[src/rtl/sem_pkg.sv]
// shared constants and types for the sobel edge magnitude block
`timescale 1ns / 1ps

package sem_pkg;

    localparam int MAX_WIDTH  = 1024;
    localparam int MAX_HEIGHT = 4096;

    localparam int PIX_W   = 8;
    localparam int COL_W   = $clog2(MAX_WIDTH);
    localparam int ROW_W   = $clog2(MAX_HEIGHT);
    localparam int WREG_W  = 11;
    localparam int HREG_W  = 13;
    localparam int CFG_W   = 13;
    localparam int GRAD_W  = 11;
    localparam int MAG_W   = 11;
    localparam int SQ_W    = 21;
    localparam int LINE_W  = 2 * PIX_W;

    typedef enum logic [0:0] {
        REG_IMAGE_WIDTH  = 1'b0,
        REG_IMAGE_HEIGHT = 1'b1
    } reg_index_t;

    // handshake between the sequencer and the root unit
    typedef struct packed {
        logic start;
    } root_ctl_t;

    typedef struct packed {
        logic busy;
        logic done;
    } root_stat_t;

endpackage

[src/rtl/sem_sqrt.sv]
// iterative integer floor square root, two operand bits per cycle
`timescale 1ns / 1ps

module sem_sqrt (
    input  logic                   aclk,
    input  logic                   aresetn,
    input  sem_pkg::root_ctl_t     ctl,
    input  logic [sem_pkg::SQ_W-1:0] operand,
    output sem_pkg::root_stat_t    stat,
    output logic [sem_pkg::MAG_W-1:0] root
);
    import sem_pkg::*;

    logic [SQ_W-1:0] rem_reg;
    logic [SQ_W:0]   res_reg;
    logic [SQ_W-1:0] bit_reg;
    logic            busy_reg;
    logic            done_reg;
    logic [SQ_W:0]   trial;

    assign trial = res_reg + {1'b0, bit_reg};

    always_ff @(posedge aclk) begin
        if (!aresetn) begin
            busy_reg <= 1'b0;
            done_reg <= 1'b0;
        end else begin
            done_reg <= 1'b0;
            if (ctl.start) begin
                rem_reg  <= operand;
                res_reg  <= '0;
                bit_reg  <= {1'b1, {(SQ_W-1){1'b0}}};
                busy_reg <= 1'b1;
            end else if (busy_reg) begin
                if ({1'b0, rem_reg} >= trial) begin
                    rem_reg <= rem_reg - trial[SQ_W-1:0];
                    res_reg <= (res_reg >> 1) + {1'b0, bit_reg};
                end else begin
                    res_reg <= res_reg >> 1;
                end
                bit_reg <= bit_reg >> 2;
                // the last step works on the ones bit
                if (bit_reg[0]) begin
                    busy_reg <= 1'b0;
                    done_reg <= 1'b1;
                end
            end
        end
    end

    assign stat.busy = busy_reg;
    assign stat.done = done_reg;
    assign root      = res_reg[MAG_W-1:0];

endmodule

[config.mk]
export PLATFORM = sky130hd
export DESIGN_NAME = sem_sqrt
export DESIGN_NICKNAME = d
export VERILOG_FILES = /design/src/rtl/sem_pkg.sv /design/src/rtl/sem_sqrt.sv
export SDC_FILE = /design/constraint.sdc
export NUM_CORES = 1
export LEC_CHECK = 0
export BUFFER_PORTS_ARGS = -buffer_cell sky130_fd_sc_hd__buf_4
export CAP_MARGIN = 20
export CORE_ASPECT_RATIO = 0.9
export CORE_MARGIN = 10
export CORE_UTILIZATION = 35
export CTS_CLUSTER_DIAMETER = 50
export CTS_CLUSTER_SIZE = 28
export DETAILED_ROUTE_END_ITERATION = 8
export SETUP_SLACK_MARGIN = 0.4
export SLEW_MARGIN = 15
export SYNTH_ARGS = -nofsm -noshare
export SYNTH_HDL_FRONTEND = slang
export SYNTH_SLANG_ARGS = --single-unit
[constraint.sdc]
create_clock -name aclk -period 5.83 [get_ports aclk]
set_input_delay 0.583 -clock aclk [delete_from_list [all_inputs] [get_ports aclk]]
set_output_delay 0.583 -clock aclk [all_outputs]
set_load 0.005 [all_outputs]
* After elaboration in Yosys (flattened, before gate mapping)
Cells that the tools add are included.
** Storage, ports and cells
- Bits in registers :: 56
- Bits of input ports :: 24
- Logic and storage cells :: 26
** Cells by class
- Add/subtract/negate cells :: 3
- Magnitude comparators :: 1
- Muxes and demuxes :: 10
- Bitwise gates (word level) :: 2
- Reduce and logical (&&, ||, !) cells :: 5
** Operator list (count)
- 2-to-1 mux 21 bit :: 4
- 2-to-1 mux 22 bit :: 2
- adder 21 x 21 -> 22 bit :: 1
- adder 22 x 21 -> 22 bit :: 1
- greater-or-equal comparator 21 x 22 -> 1 bit :: 1
- subtractor 21 bit :: 1
- 2-to-1 mux 1 bit :: 4
- nonzero test 2 bit :: 2
- AND reduction 3 bit :: 1
- OR reduction 3 bit :: 1
- inverter 1 bit :: 2
- AND reduction 2 bit :: 1

* Logic depth before layout (Yosys ltp)
- Word-level depth :: 5
- Depth in mapped cells :: 20

* Worst setup path before layout
Ideal clock, no wire load.
- Kind :: flip-flop to flip-flop
- Start point :: register res_reg[2]
- End point :: register rem_reg[0], enable pin
- Arrival time :: 4.515 ns
- Required time :: 5.424 ns
- Setup slack :: 0.909 ns
- Stages on the path, launching flop included :: 19
- Clock period less this slack :: 4.921 ns
- Cell sequence :: edfxtp_1 ha_1 a21o_1 a31oi_1 o21bai_1 a41o_1 a31oi_1 nor2_1 o21ai_0 xor2_1 ha_1 nand2_1 nor4_1 a21oi_1 o31ai_1 nand4b_4 buf_6 buf_4 a21oi_1
** Between the ends
- Cells in the longest elaborated chain, start to end :: 4
** Ends and longest elaborated chain
- start: declaration :: line sem_sqrt.sv:15 : logic [SQ_W:0] res_reg;
- start signal: assignment :: line sem_sqrt.sv:37 : res_reg <= (res_reg >> 1) + {1'b0, bit_reg};
- start signal: assignment :: line sem_sqrt.sv:39 : res_reg <= res_reg >> 1;
- adder 22 x 21 -> 22 bit :: line sem_sqrt.sv:21 : assign trial = res_reg + {1'b0, bit_reg};
- greater-or-equal comparator 21 x 22 -> 1 bit :: line sem_sqrt.sv:35 : if ({1'b0, rem_reg} >= trial) begin
- nonzero test 2 bit (no line)
- AND reduction 3 bit (no line)
- end signal: assignment :: line sem_sqrt.sv:30 : rem_reg <= operand;
- end signal: assignment :: line sem_sqrt.sv:36 : rem_reg <= rem_reg - trial[SQ_W-1:0];
- end: declaration :: line sem_sqrt.sv:14 : logic [SQ_W-1:0] rem_reg;
No other way between the ends.
A chain may end at the register's enable or synchronous reset.

* Worst setup path after layout
- Start point :: register res_reg[2]
- End point :: register rem_reg[3], enable pin
The elaborated chain is that of the path after synthesis.

==> reports/metrics.cfg <==
[cells_and_area]
antennaDiodeCount = 0
multiInputGateArea_sq_um = 2750
drive_above_1_share = 0.115
largest_reg_flops = 22
register_area_sq_um = 1660
final_nets = 582
area_growth_pct = 10.8
fill_cells = 1317
layout.cells.non_filler = 677
final_util = 0.400

[route]
ant_nets = 0
vias_per_cell = 5.38
wl_per_cell_um = 15.6
drc = 0
first_pass_iters = 5
postRouteWirelength_mm = 10.5
drt-initial-drc-count = 199
vias = 3645

[die]
die-height_um = 129
die_area_sq_um = 18200
io_pins = 37
die_w_um = 141
coreArea_sq_um = 12800
fp-row-count = 39
start_util = 0.361

[pwr]
leakage_nw = 2.01
combinationalPowerShare = 0.385
netSwitchingFraction = 0.345
irDropWorstVdd_v = 0.000125
sequentialPowerShare = 0.369
p_per_area_nw_per_um2 = 278
p_int_mw = 0.932
switching_power_mw = 0.491
clkPwrFrac = 0.246

[clock_tree]
post_cts_resized = 0
clockRootBuffer = clkbuf_16
path_clk_slew_ps = 70
h-tree-depth = 2
numCtsBuffers = 5
post-cts-setup-buffers = 0
numClockSinks = 56
cts_buffer_depth = 2
clock_latency_ps = 300
cts_hold_buf = 0
cts_tree = done

[sta]
fin_skew_ps = 6.82
maxSlewViolCount = 0
fin_crit_ps = 4810
setup_tns_ps = 0
hold_violations = 0
rsz0062_at_grt = false
max_freq_mhz = 208
fin_ws_ps = 1020
worst_pin_slew_ps = 762
fin_crit_sh = 0.825
setup_viol = 0
slew_headroom = 0.492

[grt]
antenna_found_initial = 0
globalRoute.busiestLayer = met2
grt_overflow = 0
grt_use_met1 = 0.149
use_met3 = 0.0228
grt_pass1_vias = 3611
grt_pass1_wl_mm = 17.7
grt_max_degree = 79
grt_usage = 0.116
grt_use_met2 = 0.192

[worst_setup_path]
critical_path_arrival_ps = 4790
cp-end-kind = flop
required_ps = 5810
ff2ff_path_depth = 17
worstPathMaxFanout = 33
path_class = reg2reg
startpoint_type = flop

[synthesis]
ys_seq_elements = 56
ys_async_sr_fraction = 0
syn_area_per_cell_sq_um = 9.39
ys_seq_area_frac = 0.360
dominantRegCellSynth = edfxtp_1
synth.distinct_cells = 51
synth_edf_count = 54
synth_cells = 492
synth_nets = 562
yosysWarnings = 0
syn_area_sq_um = 4620

[min_path]
hp-class = reg2reg
worstHoldPathCells = 1

[placed_design]
dpl_worst_slack_ps = 1060
place_congestion = 0.871
port_buffers = 36
place_hpwl_mm = 7.89
place_inst = 669

[run]
cap_violations = 0

[run_status]
status = finished clean

## metrics by stage
step	hold WS, ps	power, mW	instance area [sq um]
after detailed placement	491	1.08	4950
after global routing	515	1.52	5120
final	493	1.42	5120
after floorplan	471	0.961	4620
after global placement	487	1.07	4950
after CTS	494	1.43	5120
## cell usage after synthesis, types with 2 or more instances
cell type  count  area, sq um
nor2b_1       19          119
a31o_2         3         26.3
o31ai_1        6         45.0
a21boi_0       3         22.5
xnor2_1       24          210
mux2_2         3         33.8
nand3b_1       3         22.5
nand2_1       49          184
ha_1          45          563
a21o_1         8         60.1
edfxtp_1      54         1620
o311ai_0       2         17.5
nand2b_1       7         43.8
and3_1         3         18.8
clkbuf_1       9         33.8
nor2_1        40          150
a31oi_1       17          106
nand3_1        8         40.0
dfxtp_1        2         40.0
or3_1          8         50.1
a211oi_1       4         30.0
a211oi_2       2         25.0
mux2i_1       10          100
o21a_1         2         15.0
nand4_1        9         56.3
o21bai_1       7         52.6
buf_4         15          113
nor3_1         8         40.0
o211ai_1       2         15.0
xor2_1        18          158
o21ai_0       45          225
inv_1         13         48.8
a21oi_1       26          130
## final timing paths
check | start | to | slack (ps)
worst max-delay path | res_reg[2]$_SDFFCE_PP0P_ | rem_reg[3]$_DFFE_PP_ | 1020
worst min-delay path | busy_reg$_SDFF_PN0_ | done_reg$_SDFF_PP0_ | 490
worst max register to register | res_reg[2]$_SDFFCE_PP0P_ | rem_reg[3]$_DFFE_PP_ | 1020
worst min register to register | busy_reg$_SDFF_PN0_ | done_reg$_SDFF_PP0_ | 490
## power by group through the flow
| stage | sequential (mW) | combinational, mW | clock [mW] |
|---|---|---|---|
| 2_1_floorplan | 0.523 | 0.438 | 0 |
| 3_3_place_gp | 0.533 | 0.533 | 0 |
| 3_5_place_dp | 0.534 | 0.545 | 0 |
| 4_1_cts | 0.525 | 0.549 | 0.359 |
| 5_1_grt | 0.530 | 0.617 | 0.375 |
| 6_report | 0.525 | 0.548 | 0.350 |
## cell families after synthesis
kind of cell             Yosys count  share of synthesized area
adder cells (fa/ha/maj)           46                      0.126
AO/OA/AOI/OAI                    136                      0.189
AND/OR/NAND/NOR                  161                      0.171
flip-flops                        56                      0.360
multiplexers                      13                     0.0290
buffers and inverters             38                     0.0447
XOR/XNOR                          42                     0.0797
## placed cells by master (no fill, tap or decap), types with 8 or more instances in the layout
| cell | synthesis | routed |
|---|---|---|
| inv_1 | 13 | 13 |
| xnor2_1 | 24 | 24 |
| a21oi_1 | 26 | 25 |
| o21ai_0 | 45 | 45 |
| buf_4 | 15 | 38 |
| nor2b_1 | 19 | 19 |
| nand3_1 | 8 | 8 |
| or3_1 | 8 | 8 |
| nor3_1 | 8 | 8 |
| mux2i_1 | 10 | 10 |
| edfxtp_1 | 54 | 54 |
| a21o_1 | 8 | 8 |
| nand2_1 | 49 | 49 |
| nand4_1 | 9 | 9 |
| xor2_1 | 18 | 18 |
| a31oi_1 | 17 | 17 |
| nor2_1 | 40 | 40 |
| ha_1 | 45 | 45 |
## cell type report
cell class / instances / share of cell area
Tap cell: 164 / 0.0401
Clock inverter: 2 / 0.00684
Inverter: 13 / 0.00953
Sequential cell: 56 / 0.325
Clock buffer: 6 / 0.0252
Multi-Input combinational cell: 398 / 0.538
Timing Repair Buffer: 38 / 0.0557
## routing by layer
layer | vias up | share of wire | wire length (um)
met5 | - | 0 | 0
met4 | 0 | 0.011 | 114
met3 | 9 | 0.036 | 384
met2 | 54 | 0.46 | 4870
met1 | 1735 | 0.49 | 5170
li1 | 1847 | - | -
## worst max-delay path: stages, from the launching register on
cell,delay [ps]
edfxtp_1,480
ha_1,370
a21o_1,200
a31oi_1,220
o21bai_1,180
a41o_1,280
a31oi_1,220
nor2_1,60
o21ai_0,190
xor2_1,100
ha_1,360
nand2_1,110
nor4_1,280
a21oi_1,130
o31ai_1,120
nand4b_4,520
a21oi_2,300
buf_4,320
Note: power is estimated with default switching activity, not from simulation.
